$ cat src/hw/rtl/dram_vote_handshake_ctrl_core_defines.svh
// assertion macros shared by the vote controller files
`ifndef DRAM_VOTE_HANDSHAKE_CTRL_CORE_DEFINES_SVH
`define DRAM_VOTE_HANDSHAKE_CTRL_CORE_DEFINES_SVH

// same-cycle implication
`define DVHC_ASSERT_NOW(label, clk, rst_n, ante, cons) \
  label: assert property (@(posedge clk) disable iff (!rst_n) (ante) |-> (cons)) \
    else $error("dvhc assertion failed");

// next-cycle implication
`define DVHC_ASSERT_NEXT(label, clk, rst_n, ante, cons) \
  label: assert property (@(posedge clk) disable iff (!rst_n) (ante) |=> (cons)) \
    else $error("dvhc assertion failed");

`endif

$ cat src/hw/rtl/dvhc_pkg.sv
package dvhc_pkg;

  localparam int REQ_ID_W = 32;
  localparam int CFG_W    = 10;
  localparam int CFG_IDX_W = 1;
  localparam int STATUS_W = 3;
  localparam int POLLS_W  = 11;
  localparam int PHASE_W  = 2;

  // register indexes
  localparam logic [CFG_IDX_W-1:0] CFG_POLL_LIMIT  = 1'd0;
  localparam logic [CFG_IDX_W-1:0] CFG_TOGGLE_WAIT = 1'd1;

  localparam logic [CFG_W-1:0] POLL_LIMIT_RST  = 10'd480;
  localparam logic [CFG_W-1:0] TOGGLE_WAIT_RST = 10'd100;

  // handshake phase
  localparam logic [PHASE_W-1:0] PH_IDLE   = 2'd0;
  localparam logic [PHASE_W-1:0] PH_TOGGLE = 2'd1;
  localparam logic [PHASE_W-1:0] PH_POLL   = 2'd2;

  // result status codes
  localparam logic [STATUS_W-1:0] ST_IDLE    = 3'd0;
  localparam logic [STATUS_W-1:0] ST_STARTED = 3'd1;
  localparam logic [STATUS_W-1:0] ST_THERE   = 3'd2;
  localparam logic [STATUS_W-1:0] ST_FULL    = 3'd3;
  localparam logic [STATUS_W-1:0] ST_BUSY    = 3'd4;
  localparam logic [STATUS_W-1:0] ST_ACKED   = 3'd5;
  localparam logic [STATUS_W-1:0] ST_TIMEOUT = 3'd6;
  localparam logic [STATUS_W-1:0] ST_TOGGLED = 3'd7;

  // controller to datapath
  typedef struct packed {
    logic load;
    logic rd;
    logic cmp;
    logic exec;
  } cmd_t;

  // datapath to controller
  typedef struct packed {
    logic need_scan;
    logic match;
    logic last;
    logic out_free;
  } sts_t;

endpackage

$ cat src/hw/rtl/dvhc_if.sv
// input beat channel
interface dvhc_in_if;
  logic                          valid;
  logic                          ready;
  logic                          mode;
  logic [dvhc_pkg::REQ_ID_W-1:0] requester_id;
  logic                          turn_on;
  logic                          ack_sample;

  modport source(output valid, mode, requester_id, turn_on, ack_sample, input ready);
  modport sink(input valid, mode, requester_id, turn_on, ack_sample, output ready);
endinterface

// result beat channel
interface dvhc_out_if;
  logic                          valid;
  logic                          ready;
  logic                          req_level;
  logic [dvhc_pkg::STATUS_W-1:0] status;
  logic                          any_on;
  logic [dvhc_pkg::POLLS_W-1:0]  polls_used;

  modport source(output valid, req_level, status, any_on, polls_used, input ready);
  modport sink(input valid, req_level, status, any_on, polls_used, output ready);
endinterface

$ cat src/hw/rtl/dvhc_ctrl.sv
`include "dram_vote_handshake_ctrl_core_defines.svh"

module dvhc_ctrl (
  input  logic           clk,
  input  logic           rst_n,
  input  logic           in_valid,
  output logic           in_ready,
  input  dvhc_pkg::sts_t sts,
  output dvhc_pkg::cmd_t cmd
);

  localparam logic [2:0] C_IDLE     = 3'd0;
  localparam logic [2:0] C_DISPATCH = 3'd1;
  localparam logic [2:0] C_READ     = 3'd2;
  localparam logic [2:0] C_CMP      = 3'd3;
  localparam logic [2:0] C_EXEC     = 3'd4;

  logic [2:0] state_r;
  logic [2:0] state_nxt;

  assign in_ready = (state_r == C_IDLE);

  always_comb begin
    state_nxt = state_r;
    cmd       = '0;
    unique case (state_r)
      C_IDLE: begin
        if (in_valid) begin
          cmd.load  = 1'b1;
          state_nxt = C_DISPATCH;
        end
      end
      C_DISPATCH: begin
        if (sts.need_scan) begin
          cmd.rd    = 1'b1;
          state_nxt = C_CMP;
        end else begin
          state_nxt = C_EXEC;
        end
      end
      C_READ: begin
        cmd.rd    = 1'b1;
        state_nxt = C_CMP;
      end
      C_CMP: begin
        cmd.cmp = 1'b1;
        if (sts.match || sts.last) begin
          state_nxt = C_EXEC;
        end else begin
          state_nxt = C_READ;
        end
      end
      C_EXEC: begin
        if (sts.out_free) begin
          cmd.exec  = 1'b1;
          state_nxt = C_IDLE;
        end
      end
      default: begin
        state_nxt = C_IDLE;
      end
    endcase
  end

  always_ff @(posedge clk) begin
    if (!rst_n) begin
      state_r <= C_IDLE;
    end else begin
      state_r <= state_nxt;
    end
  end

  // a compare always follows a read issue
  `DVHC_ASSERT_NOW(a_cmp_after_read, clk, rst_n, state_r == C_CMP, $past(state_r) == C_READ || $past(state_r) == C_DISPATCH)
  // a stalled exec stays put
  `DVHC_ASSERT_NEXT(a_exec_holds, clk, rst_n, state_r == C_EXEC && !sts.out_free, state_r == C_EXEC)

endmodule

$ cat src/hw/rtl/dvhc_datapath.sv
`include "dram_vote_handshake_ctrl_core_defines.svh"

module dvhc_datapath #(
  parameter int SLOTS   = 8,
  parameter int ID_BITS = 32
) (
  input  logic                             clk,
  input  logic                             rst_n,
  // configuration
  input  logic                             cfg_we,
  input  logic [dvhc_pkg::CFG_IDX_W-1:0]   cfg_index,
  input  logic [dvhc_pkg::CFG_W-1:0]       cfg_wdata,
  // input beat fields
  input  logic                             in_mode,
  input  logic [dvhc_pkg::REQ_ID_W-1:0]    in_requester_id,
  input  logic                             in_turn_on,
  input  logic                             in_ack_sample,
  // result beat
  output logic                             out_valid,
  input  logic                             out_ready,
  output logic                             out_req_level,
  output logic [dvhc_pkg::STATUS_W-1:0]    out_status,
  output logic                             out_any_on,
  output logic [dvhc_pkg::POLLS_W-1:0]     out_polls_used,
  // control
  input  dvhc_pkg::cmd_t                   cmd,
  output dvhc_pkg::sts_t                   sts
);

  localparam int CW = $clog2(SLOTS + 1);
  localparam int AW = (SLOTS > 1) ? $clog2(SLOTS) : 1;
  localparam int PW = dvhc_pkg::POLLS_W;

  // slot table: {vote, owner}, occupied slots form a prefix of length fill_r
  logic [ID_BITS:0] mem [SLOTS];
  logic [ID_BITS:0] rd_q;
  logic             mem_we;

  logic [dvhc_pkg::CFG_W-1:0] poll_limit_r;
  logic [dvhc_pkg::CFG_W-1:0] toggle_wait_r;

  // captured item
  logic               mode_r;
  logic [ID_BITS-1:0] id_r;
  logic               on_r;
  logic               ack_r;

  // search state
  logic [CW-1:0] idx_r;
  logic          match_r;
  logic          old_vote_r;

  // table and handshake state
  logic [CW-1:0]                    fill_r, fill_nxt;
  logic [CW-1:0]                    on_cnt_r, on_cnt_nxt, cnt_upd;
  logic                             req_r, req_nxt;
  logic                             target_r, target_nxt;
  logic [dvhc_pkg::PHASE_W-1:0]     phase_r, phase_nxt;
  logic [PW-1:0]                    wait_r, wait_nxt, wait_inc;
  logic [dvhc_pkg::STATUS_W-1:0]    status_nxt;
  logic [PW-1:0]                    polls_nxt;
  logic                             full;
  logic                             new_on, old_on;

  logic                             out_valid_r;

  // config registers
  always_ff @(posedge clk) begin
    if (!rst_n) begin
      poll_limit_r  <= dvhc_pkg::POLL_LIMIT_RST;
      toggle_wait_r <= dvhc_pkg::TOGGLE_WAIT_RST;
    end else if (cfg_we) begin
      if (cfg_index == dvhc_pkg::CFG_POLL_LIMIT) begin
        poll_limit_r <= cfg_wdata;
      end else if (cfg_index == dvhc_pkg::CFG_TOGGLE_WAIT) begin
        toggle_wait_r <= cfg_wdata;
      end
    end
  end

  // slot memory
  always_ff @(posedge clk) begin
    if (mem_we) begin
      mem[idx_r[AW-1:0]] <= {on_r, id_r};
    end
    if (cmd.rd) begin
      rd_q <= mem[idx_r[AW-1:0]];
    end
  end

  // item capture
  always_ff @(posedge clk) begin
    if (cmd.load) begin
      mode_r <= in_mode;
      id_r   <= in_requester_id[ID_BITS-1:0];
      on_r   <= in_turn_on;
      ack_r  <= in_ack_sample;
    end
  end

  // slot search
  always_ff @(posedge clk) begin
    if (!rst_n) begin
      idx_r      <= '0;
      match_r    <= 1'b0;
      old_vote_r <= 1'b0;
    end else if (cmd.load) begin
      idx_r   <= '0;
      match_r <= 1'b0;
    end else if (cmd.cmp) begin
      if (rd_q[ID_BITS-1:0] == id_r) begin
        match_r    <= 1'b1;
        old_vote_r <= rd_q[ID_BITS];
      end else begin
        idx_r <= idx_r + CW'(1);
      end
    end
  end

  assign sts.need_scan = !mode_r && (phase_r == dvhc_pkg::PH_IDLE) && (fill_r != '0);
  assign sts.match     = (rd_q[ID_BITS-1:0] == id_r);
  assign sts.last      = (idx_r + CW'(1) == fill_r);
  assign sts.out_free  = !out_valid_r || out_ready;

  // item execution
  assign full     = !match_r && (idx_r == CW'(SLOTS));
  assign new_on   = (match_r || (id_r != '0)) && on_r;
  assign old_on   = match_r && old_vote_r;
  assign cnt_upd  = on_cnt_r + CW'(new_on) - CW'(old_on);
  assign wait_inc = wait_r + PW'(1);

  always_comb begin
    phase_nxt  = phase_r;
    req_nxt    = req_r;
    target_nxt = target_r;
    wait_nxt   = wait_r;
    fill_nxt   = fill_r;
    on_cnt_nxt = on_cnt_r;
    status_nxt = dvhc_pkg::ST_IDLE;
    polls_nxt  = '0;
    mem_we     = 1'b0;
    if (!mode_r) begin
      if (phase_r != dvhc_pkg::PH_IDLE) begin
        status_nxt = dvhc_pkg::ST_BUSY;
      end else if (full) begin
        status_nxt = dvhc_pkg::ST_FULL;
      end else begin
        mem_we     = cmd.exec;
        // a zero id stores its vote but leaves the slot empty
        if (!match_r && (id_r != '0)) begin
          fill_nxt = fill_r + CW'(1);
        end
        on_cnt_nxt = cnt_upd;
        target_nxt = (cnt_upd != '0);
        if (ack_r != target_nxt) begin
          status_nxt = dvhc_pkg::ST_STARTED;
          wait_nxt   = '0;
          // stale high request is dropped first
          if (target_nxt && req_r) begin
            req_nxt   = 1'b0;
            phase_nxt = dvhc_pkg::PH_TOGGLE;
          end else begin
            req_nxt   = target_nxt;
            phase_nxt = dvhc_pkg::PH_POLL;
          end
        end else begin
          status_nxt = dvhc_pkg::ST_THERE;
        end
      end
    end else begin
      unique case (phase_r)
        dvhc_pkg::PH_TOGGLE: begin
          wait_nxt = wait_inc;
          if (wait_inc >= PW'(toggle_wait_r)) begin
            req_nxt    = 1'b1;
            phase_nxt  = dvhc_pkg::PH_POLL;
            wait_nxt   = '0;
            status_nxt = dvhc_pkg::ST_TOGGLED;
          end
        end
        dvhc_pkg::PH_POLL: begin
          wait_nxt  = wait_inc;
          polls_nxt = wait_inc;
          if (ack_r == target_r) begin
            status_nxt = dvhc_pkg::ST_ACKED;
            phase_nxt  = dvhc_pkg::PH_IDLE;
            wait_nxt   = '0;
          end else if (wait_inc > PW'(poll_limit_r)) begin
            status_nxt = dvhc_pkg::ST_TIMEOUT;
            phase_nxt  = dvhc_pkg::PH_IDLE;
            wait_nxt   = '0;
          end
        end
        default: begin
          phase_nxt = dvhc_pkg::PH_IDLE;
        end
      endcase
    end
  end

  always_ff @(posedge clk) begin
    if (!rst_n) begin
      fill_r   <= '0;
      on_cnt_r <= '0;
      req_r    <= 1'b0;
      target_r <= 1'b0;
      phase_r  <= dvhc_pkg::PH_IDLE;
      wait_r   <= '0;
    end else if (cmd.exec) begin
      fill_r   <= fill_nxt;
      on_cnt_r <= on_cnt_nxt;
      req_r    <= req_nxt;
      target_r <= target_nxt;
      phase_r  <= phase_nxt;
      wait_r   <= wait_nxt;
    end
  end

  // output register
  always_ff @(posedge clk) begin
    if (!rst_n) begin
      out_valid_r <= 1'b0;
    end else if (cmd.exec) begin
      out_valid_r <= 1'b1;
    end else if (out_ready) begin
      out_valid_r <= 1'b0;
    end
  end

  always_ff @(posedge clk) begin
    if (cmd.exec) begin
      out_req_level  <= req_nxt;
      out_status     <= status_nxt;
      out_any_on     <= (on_cnt_nxt != '0);
      out_polls_used <= polls_nxt;
    end
  end

  assign out_valid = out_valid_r;

  `DVHC_ASSERT_NOW(a_fill_range, clk, rst_n, 1'b1, fill_r <= CW'(SLOTS) && on_cnt_r <= fill_r)
  `DVHC_ASSERT_NOW(a_toggle_req_low, clk, rst_n, phase_r == dvhc_pkg::PH_TOGGLE, !req_r)
  `DVHC_ASSERT_NOW(a_idle_wait_clear, clk, rst_n, phase_r == dvhc_pkg::PH_IDLE, wait_r == '0)

endmodule

$ cat src/hw/rtl/dram_vote_handshake_ctrl_core.sv
// Memory-on vote controller. Each input beat is either a vote (mode 0) or a poll
// tick (mode 1) and yields exactly one result beat. Votes fill a table of SLOTS
// requester slots, searched one slot at a time through a registered-read
// memory; the OR of held votes is the target level for the memory request line,
// and ticks pace the stale-request toggle and the acknowledge poll. A tick, a
// vote rejected while busy, and a vote into an empty table go from capture
// through dispatch straight to execute; any other vote first reads and compares
// the occupied slots in turn (up to and including the hit, or the whole fill
// count when no slot matches), one slot at a time. A result waits in an output
// register; the next beat is accepted while it waits, but is not finished until
// that register has been taken, and its execute step stalls while that register
// stays full. No clearing pass is needed after reset.
module dram_vote_handshake_ctrl_core #(
  parameter int SLOTS   = 8,
  parameter int ID_BITS = 32
) (
  input  logic                           clk,
  input  logic                           rst_n,
  dvhc_in_if.sink                        in_ch,
  dvhc_out_if.source                     out_ch,
  input  logic                           cfg_we,
  input  logic [dvhc_pkg::CFG_IDX_W-1:0] cfg_index,
  input  logic [dvhc_pkg::CFG_W-1:0]     cfg_wdata
);

  dvhc_pkg::cmd_t cmd;
  dvhc_pkg::sts_t sts;

  // sequencer: capture, slot search, execute
  dvhc_ctrl u_ctrl (
    .clk      (clk),
    .rst_n    (rst_n),
    .in_valid (in_ch.valid),
    .in_ready (in_ch.ready),
    .sts      (sts),
    .cmd      (cmd)
  );

  // vote table, handshake state and result register
  dvhc_datapath #(
    .SLOTS   (SLOTS),
    .ID_BITS (ID_BITS)
  ) u_dp (
    .clk             (clk),
    .rst_n           (rst_n),
    .cfg_we          (cfg_we),
    .cfg_index       (cfg_index),
    .cfg_wdata       (cfg_wdata),
    .in_mode         (in_ch.mode),
    .in_requester_id (in_ch.requester_id),
    .in_turn_on      (in_ch.turn_on),
    .in_ack_sample   (in_ch.ack_sample),
    .out_valid       (out_ch.valid),
    .out_ready       (out_ch.ready),
    .out_req_level   (out_ch.req_level),
    .out_status      (out_ch.status),
    .out_any_on      (out_ch.any_on),
    .out_polls_used  (out_ch.polls_used),
    .cmd             (cmd),
    .sts             (sts)
  );

endmodule

$ cat src/flat_wrapper.sv
// flat-port wrapper written by rule: the top's interface ports become plain ports
module dram_vote_handshake_ctrl_core_flat 
#(
  parameter int SLOTS   = 8,
  parameter int ID_BITS = 32
)
  (clk, rst_n, cfg_we, cfg_index, cfg_wdata, in_ch_valid, in_ch_mode, in_ch_requester_id, in_ch_turn_on, in_ch_ack_sample, in_ch_ready, out_ch_valid, out_ch_req_level, out_ch_status, out_ch_any_on, out_ch_polls_used, out_ch_ready);
  dvhc_in_if in_ch_i ();
  dvhc_out_if out_ch_i ();
  input  logic clk;
  input  logic rst_n;
  input  logic cfg_we;
  input  logic [dvhc_pkg::CFG_IDX_W-1:0] cfg_index;
  input  logic [dvhc_pkg::CFG_W-1:0] cfg_wdata;
  input wire logic [$bits(in_ch_i.valid)-1:0] in_ch_valid;
  input wire logic [$bits(in_ch_i.mode)-1:0] in_ch_mode;
  input wire logic [$bits(in_ch_i.requester_id)-1:0] in_ch_requester_id;
  input wire logic [$bits(in_ch_i.turn_on)-1:0] in_ch_turn_on;
  input wire logic [$bits(in_ch_i.ack_sample)-1:0] in_ch_ack_sample;
  output wire logic [$bits(in_ch_i.ready)-1:0] in_ch_ready;
  output wire logic [$bits(out_ch_i.valid)-1:0] out_ch_valid;
  output wire logic [$bits(out_ch_i.req_level)-1:0] out_ch_req_level;
  output wire logic [$bits(out_ch_i.status)-1:0] out_ch_status;
  output wire logic [$bits(out_ch_i.any_on)-1:0] out_ch_any_on;
  output wire logic [$bits(out_ch_i.polls_used)-1:0] out_ch_polls_used;
  input wire logic [$bits(out_ch_i.ready)-1:0] out_ch_ready;
  assign in_ch_i.valid = in_ch_valid;
  assign in_ch_i.mode = in_ch_mode;
  assign in_ch_i.requester_id = in_ch_requester_id;
  assign in_ch_i.turn_on = in_ch_turn_on;
  assign in_ch_i.ack_sample = in_ch_ack_sample;
  assign in_ch_ready = in_ch_i.ready;
  assign out_ch_valid = out_ch_i.valid;
  assign out_ch_req_level = out_ch_i.req_level;
  assign out_ch_status = out_ch_i.status;
  assign out_ch_any_on = out_ch_i.any_on;
  assign out_ch_polls_used = out_ch_i.polls_used;
  assign out_ch_i.ready = out_ch_ready;
  dram_vote_handshake_ctrl_core #(.SLOTS(SLOTS), .ID_BITS(ID_BITS)) u_core (.clk(clk), .rst_n(rst_n), .in_ch(in_ch_i), .out_ch(out_ch_i), .cfg_we(cfg_we), .cfg_index(cfg_index), .cfg_wdata(cfg_wdata));
endmodule
$ cat config.mk
export PLATFORM = sky130hd
export DESIGN_NAME = dram_vote_handshake_ctrl_core_flat
export DESIGN_NICKNAME = d
export VERILOG_FILES = /design/src/hw/rtl/dvhc_pkg.sv /design/src/hw/rtl/dvhc_if.sv /design/src/hw/rtl/dvhc_ctrl.sv /design/src/hw/rtl/dvhc_datapath.sv /design/src/hw/rtl/dram_vote_handshake_ctrl_core.sv /design/src/flat_wrapper.sv
export VERILOG_INCLUDE_DIRS = /design/src /design/src/hw/rtl
export SDC_FILE = /design/constraint.sdc
export NUM_CORES = 1
export LEC_CHECK = 0
export BUFFER_PORTS_ARGS = -buffer_cell sky130_fd_sc_hd__buf_2
export CORE_MARGIN = 8
export CORE_UTILIZATION = 50
export DETAILED_ROUTE_END_ITERATION = 10
export HOLD_SLACK_MARGIN = 0.03
export PLACE_DENSITY = 0.64
export SYNTH_ARGS = -nofsm -noshare
export SYNTH_HDL_FRONTEND = slang
export SYNTH_SLANG_ARGS = --single-unit
export TNS_END_PERCENT = 10
$ cat constraint.sdc
create_clock -name clk -period 7.9 [get_ports clk]
set_input_delay 0.79 -clock clk [delete_from_list [all_inputs] [get_ports clk]]
set_output_delay 0.79 -clock clk [all_outputs]
set_load 0.01 [all_outputs]
==> results of run 1 <==
==> worst paths after layout <==
path                                                   from                          end  slack, ns
worst min-delay path                 in_ch_requester_id[29]         u_core.u_dp.id_r[29]       0.43
worst max register to register          u_core.u_dp.id_r[7]        u_core.u_dp.wait_r[6]       3.46
worst max-delay path                    u_core.u_dp.id_r[7]        u_core.u_dp.wait_r[6]       3.46
worst min register to register  u_core.u_dp.poll_limit_r[3]  u_core.u_dp.poll_limit_r[3]       0.45
==> worst reg2reg max path: stages (launching register included) <==
cell and delay (ns):
edfxtp_1 0.52, nor4_1 0.56, nand4_1 0.30, o31ai_1 0.41, ha_1 0.31, inv_1 0.06, ha_1 0.15, inv_1 0.06
fa_1 0.40, xor2_1 0.19, nand3b_1 0.14, or3_1 0.48, a31oi_1 0.26, nand2b_1 0.37, o22ai_1 0.12
==> cells in the final DEF, fill, tap and decap left out, types with 12 or more instances in the layout <==
cell type | synthesis | routed
a21oi_1 | 40 | 39
a22oi_1 | 132 | 132
buf_2 | 4 | 68
buf_4 | 0 | 15
clkbuf_16 | 0 | 42
dfxtp_1 | 53 | 53
edfxtp_1 | 348 | 348
ha_1 | 32 | 32
inv_1 | 40 | 40
nand2_1 | 68 | 68
nand4_1 | 47 | 47
nor2_1 | 38 | 36
o21ai_1 | 13 | 13
xnor2_1 | 42 | 42
xor2_1 | 12 | 12
==> power groups by stage <==
stage          sequential, mW  combinational [mW]  clock (mW)
6_report                 2.37               0.106        1.78
5_1_grt                  2.38               0.117        1.89
4_1_cts                  2.37               0.107        1.81
3_5_place_dp             2.42               0.107           0
3_3_place_gp             2.41               0.107           0
2_1_floorplan            2.40              0.0605           0
==> state kept, by name, indices dropped and copies added, names as in the netlist <==
signal                      count
u_core.u_dp.wait_r             11
u_core.u_dp.old_vote_r          1
u_core.u_dp.mode_r              1
u_core.u_dp.on_r                1
u_core.u_dp.out_req_level       1
u_core.u_dp.out_valid           1
u_core.u_dp.id_r               32
u_core.u_dp.out_polls_used     11
u_core.u_dp.target_r            1
u_core.u_dp.phase_r             2
u_core.u_ctrl.state_r           3
u_core.u_dp.req_r               1
u_core.u_dp.rd_q               33
u_core.u_dp.mem               264
u_core.u_dp.match_r             1
u_core.u_dp.ack_r               1
u_core.u_dp.out_status          3
u_core.u_dp.out_any_on          1
u_core.u_dp.idx_r               4
u_core.u_dp.on_cnt_r            4
u_core.u_dp.fill_r              4
u_core.u_dp.poll_limit_r       10
u_core.u_dp.toggle_wait_r      10
==> routing by layer <==
layer	vias to the layer above	track usage, %	routed length [µm]
met3	38	3.42	2530
li1	4224	-	-
met5	-	0	0
met4	0	4.99	684
met1	4638	28.1	16500
met2	342	31.5	17300
==> layout make-up <==
class                      instances  area, µm²
sequential                       401      11500
timing repair buffer              83        453
tap                              396        495
clock buffer                      48       1070
multi-input combinational        553       3820
inverter                          43        161
clock inverter                    26        166
fill                            2364      13000
==> kinds of logic after synthesis <==
logic type,Yosys count
DFF,401
and+or+nand+nor,231
buffers and inverters,85
muxes,5
xor gates and xnor gates,55
adders and majority gates,33
AOI/OAI and AO/OA,229
==> cells in the mapped netlist, drive strengths merged, types with 2 or more instances <==
cell | n | area [µm²]
a211o | 2 | 17.5
a211oi | 4 | 30.0
a21o | 5 | 37.5
a21oi | 42 | 218
a22oi | 132 | 991
a31oi | 2 | 12.5
and2 | 8 | 50.1
and3 | 11 | 68.8
buf | 7 | 38.8
clkbuf | 35 | 131
dfxtp | 53 | 1060
edfxtp | 348 | 10500
ha | 32 | 400
inv | 43 | 161
mux2i | 4 | 40.0
nand2 | 68 | 255
nand2b | 7 | 43.8
nand3 | 10 | 55.1
nand3b | 5 | 37.5
nand4 | 47 | 294
nor2 | 39 | 149
nor2b | 6 | 37.5
nor3 | 10 | 55.1
nor4 | 11 | 68.8
o2111ai | 3 | 26.3
o211ai | 8 | 60.1
o21ai | 18 | 90.1
o22ai | 3 | 18.8
o31a | 3 | 26.3
o31ai | 2 | 20.0
or3 | 4 | 25.0
xnor2 | 42 | 368
xor2 | 12 | 105
==> per-stage QoR <==
stage	worst slack [ns]	cells	hold WS, ns
3_3_place_gp	3.55	1476	0.445
6_report	3.46	1550	0.430
5_1_grt	3.24	1550	0.407
2_1_floorplan	3.54	1039	0.436
3_5_place_dp	3.46	1476	0.447
4_1_cts	3.42	1550	0.409
==> run metrics, run 1 <==
Synth Area in Adders=2.69%; min Tclk post-route=4.44 ns; vias=between 9000 and 10000; ANT nets after route=0; Min-Delay Path Depth=1; simple logic cell fraction of the synthesized area=7.59%; Cell Rows=64; CTS Hold Bufs=0; crit share post-route=56.2%; Post-Syn Area=15600 µm²; mux contribution to synthesized area=less than 1%; max_slew headroom=23.1%; Max Slew Vio Count=0; Critical Path Fanout Max=10; setup TNS=0 ns; cts repair resizes=0; crit path buf inv count=2; number of global-route vias before repair=between 9000 and 10000; GRT Residual Overflow=0; Async SR Flop Fraction=0%; status=finished clean; slowest stage cell, crit path=nor4_1; Placement Cell Area=16400 µm²; Comb pwr share=2.5%; Area Overhead vs Synth=13.3%; CTS H-tree depth=2; routability cong.=0.812; DPL Wire Length=20800 µm; Power per Cell Area=241 nW/µm²; Die Wd=about 190 µm; cell family with most CP delay=simple AND/OR/NAND/NOR gates; DRC viols=0; post-synthesis sequential area ratio=73.8%; IO Pins=69; DR WL/cell=23.9 µm; Worst-Skew Late Latency=between 0.5 and 0.6 ns; CP max stage delay=0.56 ns; Critical Path Stages=14; Main synth FF type=edfxtp_1; starting density of the core=50.9%; Netlist cell types=55; TritonCTS Sinks=401; Syn Area/Cell=roughly 15 µm²; Root Driver=clkbuf_16; final setup fails=0; chip height=193 µm; internal power=roughly 3.4 mW; sw frac=between 20 and 25%; Clock power frac=about two fifths; arrival time at the worst endpoint=around 4.9 ns; FF+latch count, synth=approximately 400; CTS Buffer Depth=3; ant diodes=0; Required @ worst endpoint=8.31 ns; CTS tree=built; total power=between 4 and 5 mW; XOR/XNOR share of the synthesized area=under 10%; Setup crit end kind=flip-flop; worst setup path class=reg2reg; final non-filler cell area=17700 µm²; Routed WL=37100 µm; final core occ=57.7%; Synth Instances=1039; Post-Synthesis Net Count=1123; CP Cell Sequence=nor4_1, nand4_1, o31ai_1, ha_1, inv_1, ha_1, inv_1, fa_1, xor2_1, nand3b_1, or3_1, a31oi_1, nand2b_1, o22ai_1; Hold Vio Cnt, Final=0; maxcap violations=0; Clock Skew=0.0210 ns; initial DRC count=755; IO Port Bufs=68; TritonCTS Buffers=42; Max rail drop VDD=between 0.15 and 0.2 mV; number of flops mapped to enable cells by yosys=348; Post-layout nets=1208; antenna violations before repair=0; gr usage total=19.9%; DIE AREA=37100 µm²; RSZ-0062 raised after global routing=false; Sw Pwr=0.879 mW; core area=30700 µm²; Via density=5.96; Worst Reg-to-Reg Cells=14; worst slew pin tran=1.15 ns; FMAX=225 MHz; Setup Fix Bufs, Post-CTS=0; first-pass GRT wire length=between 50000 and 60000 µm; register share of total power=55.7%; share of post-route cells with drive strength above 1=14.6%; Ys Warns=0; leakage=between 5 and 6 nW; Worst-path clk slew=approximately 0.060 ns; largest net degree at the start of global routing=35; drt first pass iters=5; main combinational cell family by area after synthesis=compound AO/OA/AOI/OAI gates; Startpoint Class=flip-flop; min-delay worst type=in2reg; Synth Area in Compound Gates=10.3%
Power figures use the tool's default switching activity.
==> run 2, diff against run 1 <==
--- a/config.mk
+++ b/config.mk
@@ -6,6 +6,7 @@
 export SDC_FILE = /design/constraint.sdc
 export NUM_CORES = 1
 export LEC_CHECK = 0
+export ABC_AREA = 1
 export BUFFER_PORTS_ARGS = -buffer_cell sky130_fd_sc_hd__buf_2
 export CORE_MARGIN = 8
 export CORE_UTILIZATION = 50
==> constraint.sdc (replaced) <==
create_clock -name clk -period 4.3 [get_ports clk]
set_input_delay 0.43 -clock clk [delete_from_list [all_inputs] [get_ports clk]]
set_output_delay 0.43 -clock clk [all_outputs]
set_load 0.01 [all_outputs]
==> run 2 against run 1 <==
Power grew 91%. Wire length grew 2.7%. Area after synthesis grew 3.7%. Sequential power grew 84%. Critical path depth grew 7. Clock skew is essentially flat. Critical endpoint is now u_core.u_dp.wait_r[0]. Count of clock-buffer cells in the layout grew 6. Final cell count grew 20%. Synthesized cell count grew 25%. Maximum frequency grew 12%. Design area grew 5.8%. Worst setup slack lost 3.1 ns.
==> run metrics, run 2 <==
status=finished clean; min-delay worst type=in2reg; GRT Residual Overflow=0; Routed WL=38100 µm; final setup fails=0; initial DRC count=821; max_slew headroom=33.9%; first-pass GRT wire length=57700 µm; leading cell type in the layout, fill and taps excluded=edfxtp_1; TritonCTS Buffers=42; Crit. Startpoint=u_core.u_dp.id_r[28]; starting density of the core=50.2%; Ys Warns=0; share of post-route cells with drive strength above 1=approximately 15%; IO Pins=69; number of flip-flops in the largest register=264; Critical Path Fanout Max=21; total power=around 8.1 mW; routability cong.=0.811; Synth area leader=edfxtp_1; IO Port Bufs=about 70; Required @ worst endpoint=roughly 4.7 ns; Main synth FF type=edfxtp_1; Post-layout nets=1512; largest net degree at the start of global routing=45; Netlist cell types=44; CTS H-tree depth=2; Area Overhead vs Synth=15.6%; DPL Wire Length=21700 µm; number of flops mapped to enable cells by yosys=348; Async SR Flop Fraction=0%; Synth Instances=about 1300; Clock Skew=0.0211 ns; maxcap violations=0; final core occ=58.1%; Max rail drop VDD=about 0.34 mV; min Tclk post-route=3.95 ns; met3 GRT Util=approximately 3.1%; arrival time at the worst endpoint=4.38 ns; worst slew pin tran=0.991 ns; Min-Delay Path Depth=1; most frequent cells in the layout=edfxtp_1 (348), nand2_1 (240), inv_1 (150); post-synthesis sequential area ratio=71.2%; number of global-route vias before repair=9865; Synth top area share=64.6%; chip height=just under 200 µm; Setup crit end kind=flip-flop; Power per Cell Area=between 400 and 500 nW/µm²; Cell Rows=66; Worst-path clk slew=~0.06 ns; leakage=6.99 nW; dpl cells=1777; FMAX=253 MHz; ant diodes=0; worst setup path class=reg2reg; Hold Vio Cnt, Final=0; Syn Area/Cell=around 12 µm²; FF+latch count, synth=401; commonest cells in the netlist=edfxtp_1 (348), nand2_1 (241), inv_1 (154); reg2reg start=u_core.u_dp.id_r[28]; Worst Reg-to-Reg Cells=21; gr usage total=19.7%; TritonCTS Sinks=401; post-route insts no fill=1867; DR WL/cell=20.4 µm; Worst-Skew Late Latency=about 0.54 ns; Via density=5.50; GR Util met2=32.2%; Root Driver=clkbuf_16; Max Slew Vio Count=0; ANT nets after route=0; count leader, synth=edfxtp_1; antenna violations before repair=1; largest cells by area after synthesis=edfxtp_1 (65%), dfxtp_1 (6.6%), nand2_1 (5.6%); met1 Usage GRT=27.3%; core area=32200 µm²; DRC viols=0; CTS Buffer Depth=3; drt first pass iters=7; HP Start=in_ch_requester_id[12]; crit share post-route=91.9%; DIE AREA=38400 µm²; Startpoint Class=flip-flop; Die Wd=196 µm; Post-Syn Area=16200 µm²; vias=10300; CTS tree=built; global routing's busiest layer=met2; Post-Synthesis Net Count=1382; CTS Hold Bufs=0
==> run 2: cell types whose count changed in the layout (fill, tap and decap cells not counted), sizes merged, moves of 32 or more <==
cell | before | now
buf | 83 | 123
o21ai | 18 | 64
a22oi | 132 | 31
nand2 | 68 | 242
inv | 46 | 158
nor2 | 39 | 93
a221oi | 1 | 33
==> run 2: repair_timing <==
| action | 4_1_cts | 5_1_grt |
|---|---|---|
| setup buffers | 0 | 15 |
| endpoints found under the setup margin | 0 | 16 |
| hold endpoints to repair | 0 | 0 |
| resized for setup | 0 | 6 |
==> run 2: area by class of cell <==
class,count,area (µm²)
Inverter,157,589
Fill cell,2551,13500
Multi-Input combinational cell,702,4000
Timing Repair Buffer,124,816
Clock buffer,54,1100
Clock inverter,21,176
Tap cell,408,510
Sequential cell,401,11500
==> run 2: final timing paths <==
kind                                          endpoint  slack [ns]
worst max-delay path             u_core.u_dp.wait_r[0]        0.35
worst min-delay path              u_core.u_dp.id_r[12]        0.07
worst max register to register   u_core.u_dp.wait_r[0]        0.35
worst min register to register  u_core.u_dp.old_vote_r        0.45
==> run 2: power breakdown <==
part	leakage, nW	internal [mW]	total (mW)	switching (mW)
sequential	3.60	4.32	4.36	0.0462
combinational	2.78	0.144	0.400	0.256
clock	0.619	1.93	3.38	1.45
==> run 2: kinds of logic (layout without fill, tap and decap cells) <==
group                      count (synthesis)  after routing  share of synthesized area, %
buffers and inverters                    195            356                          4.73
and+or+nand+nor                          436            436                          11.6
AOI/OAI and AO/OA                        201            201                          8.15
adders and majority gates                 33             33                          2.60
xor gates and xnor gates                  32             32                          1.73
DFF                                      401            401                          71.2
==> run 2: critical path, cell delays in order (launching register included) <==
cell	delay [ns]
edfxtp_1	0.40
nor4_1	0.54
nand4_1	0.29
o21ai_1	0.21
ha_1	0.25
inv_1	0.06
ha_1	0.15
inv_1	0.06
fa_1	0.49
inv_1	0.05
or2_2	0.28
nor2_2	0.14
nand3_1	0.15
nand2_2	0.11
nand3_1	0.08
nand2_1	0.08
nor2_1	0.06
nand2_1	0.11
buf_12	0.16
nand2_1	0.06
nand2_1	0.06
nor2_1	0.05
==> run 2: through the flow <==
stage                     setup WS [ns]  hold slack (ns)  TNS (ns)  area, µm²
after floorplan                   0.554            0.424         0      16200
after global placement            0.360            0.433         0      17300
after detailed placement          0.285            0.442         0      17300
after CTS                         0.151           0.0446         0      18600
after global routing            -0.0287           0.0488   -0.0510      18700
final                             0.348           0.0659         0      18700
==> run 2: per-layer routing <==
layer / routed length (µm) / share of wire, %
met5: 0 / 0
met4: 687 / 1.8
met3: 2590 / 6.8
met2: 17800 / 47
met1: 17000 / 45
==> run 3, diff against run 2 <==
--- a/config.mk
+++ b/config.mk
@@ -6,10 +6,11 @@
 export SDC_FILE = /design/constraint.sdc
 export NUM_CORES = 1
 export LEC_CHECK = 0
-export ABC_AREA = 1
+export ABC_AREA = 0
 export BUFFER_PORTS_ARGS = -buffer_cell sky130_fd_sc_hd__buf_2
 export CORE_MARGIN = 8
 export CORE_UTILIZATION = 50
+export CTS_BUF_LIST = sky130_fd_sc_hd__clkbuf_4 sky130_fd_sc_hd__clkbuf_8
 export DETAILED_ROUTE_END_ITERATION = 10
 export HOLD_SLACK_MARGIN = 0.03
 export PLACE_DENSITY = 0.64
==> run 3 against run 2 <==
Critical path depth shrank 5. Wire length is 1.4% higher. Worst setup slack gained 0.014 ns. Die area shrank 3.2%. Combinational power down 32%. First-iteration DRC count rose by 14%.
==> run metrics, run 3 (same netlist as run 1, synthesis figures left out) <==
status=finished clean; Clock Skew=0.0250 ns; vias=a little under 10000; HP Start=in_ch_requester_id[4]; DPL Wire Length=22800 µm; leading cell type in the layout, fill and taps excluded=edfxtp_1; largest net degree at the start of global routing=35; worst setup path class=reg2reg; FMAX=between 200 and 300 MHz; leakage=between 6 and 7 nW; Die Wd=193 µm; Via density=5.83; chip height=193 µm; crit share post-route=between 90% and 100%; routability cong.=0.818; min Tclk post-route=3.94 ns; starting density of the core=50.9%; antenna violations before repair=0; register area=11500 µm²; share of post-route cells with drive strength above 1=20.8%; Hold Vio Cnt, Final=0; Cell Rows=64; reg2reg start=u_core.u_dp.id_r[27]; max_slew headroom=37.1%; Area Overhead vs Synth=17.1%; setup TNS=0 ns; number of flip-flops in the largest register=~260; TritonCTS Sinks=401; total power=~8 mW; Worst-path clk slew=0.06 ns; final hold slack=0.0501 ns; Worst-Skew Late Latency=0.59 ns; Placement Cell Area=between 15000 and 20000 µm²; Required @ worst endpoint=4.81 ns; ANT nets after route=0; IO Pins=about 70; Multi-input gate area=~3800 µm²; most frequent cells in the layout=edfxtp_1 (348), a22oi_1 (132), clkbuf_8 (70); # fillers=2344; number of global-route vias before repair=9574; arrival time at the worst endpoint=4.45 ns; Root Driver=clkbuf_8; worst slew pin tran=between 0.9 and 1 ns; GRT Residual Overflow=0; Max Slew Vio Count=0; first-pass GRT wire length=57700 µm; Crit. Startpoint=u_core.u_dp.id_r[27]; Startpoint Class=flip-flop; gr usage total=20.9%; core area=30700 µm²; TritonCTS Buffers=66; Max rail drop VDD=0.259 mV; CTS tree=built; DRC viols=0; CTS H-tree depth=3; Post-layout nets=1292; ant diodes=0; Power per Cell Area=435 nW/µm²; min-delay worst type=in2reg; IO Port Bufs=~70; final non-filler cell area=18300 µm²; final core occ=59.6%; maxcap violations=0; DIE AREA=37100 µm²; Setup crit end kind=flip-flop; Critical Path Fanout Max=10; Routed WL=38600 µm; RSZ-0062 raised after global routing=false; CTS Buffer Depth=3; drt first pass iters=5; final setup fails=0; DR WL/cell=23.3 µm; initial DRC count=939
run 3: cell types whose count changed in the layout (fill, tap and decap cells not counted), moves of 17 or more:
cell,change
clkbuf_8,+70
nand2_1,-172
nor2_1,-46
dlygate4sd3_1,+17
a221oi_1,-32
o21ai_0,-57
clkbuf_16,-42
xnor2_1,+19
clkbuf_4,+22
inv_1,-110
nand3_1,-20
a22oi_1,+101
run 3: power breakdown:
group	internal, mW	switching, mW	leakage, nW
registers	4.29	0.0378	3.58
clock network	1.84	1.51	0.698
logic	0.106	0.167	1.95
total	6.23	1.71	6.22
run 3: per-layer routing:
layer,vias to the layer above,GRT usage [%],share of wire (%)
li1,4400,-,-
met1,4777,28.2,42
met2,391,33.0,47
met3,80,4.43,8.2
met4,0,7.43,2.8
met5,-,0,0
run 3: cell type report:
cell class	instances	area share, %
clock buffer	92	6.18
clock inverter	26	1.09
multi-input combinational	553	21.0
tap	396	2.71
inverter	43	0.883
sequential	401	63.0
timing repair buffer	143	5.18
run 3: final timing paths:
path	end	slack [ns]	cells after the start
max	u_core.u_dp.wait_r[5]	0.36	16
min	u_core.u_dp.id_r[4]	0.05	1
max reg2reg	u_core.u_dp.wait_r[5]	0.36	16
min reg2reg	u_core.u_dp.toggle_wait_r[1]	0.46	2
run 3: per-stage QoR:
stage               setup slack (ns)  cells
finish                         0.362   1654
global route                  0.0323   1654
CTS                            0.322   1652
detailed placement             0.356   1518
global placement               0.365   1518
floorplan                    -0.0640   1039
run 3: critical path, stage by stage, from the launching register on:
cell and delay [ns]:
edfxtp_1 0.52, nor4_1 0.41, nand4_1 0.20, o31ai_1 0.27, buf_4 0.16, ha_1 0.22
inv_1 0.06, ha_1 0.16, inv_1 0.06, fa_1 0.41, xor2_1 0.19, nand3b_1 0.13
or3_1 0.43, a311oi_4 0.27, buf_4 0.21, o21ai_1 0.09, o31ai_2 0.07
run 3: timing repair:
action	in CTS	in global routing
gates resized for setup	0	1
hold endpoints to repair	16	1
hold buffers	16	1
setup buffers	0	1
setup endpoints to repair	0	10
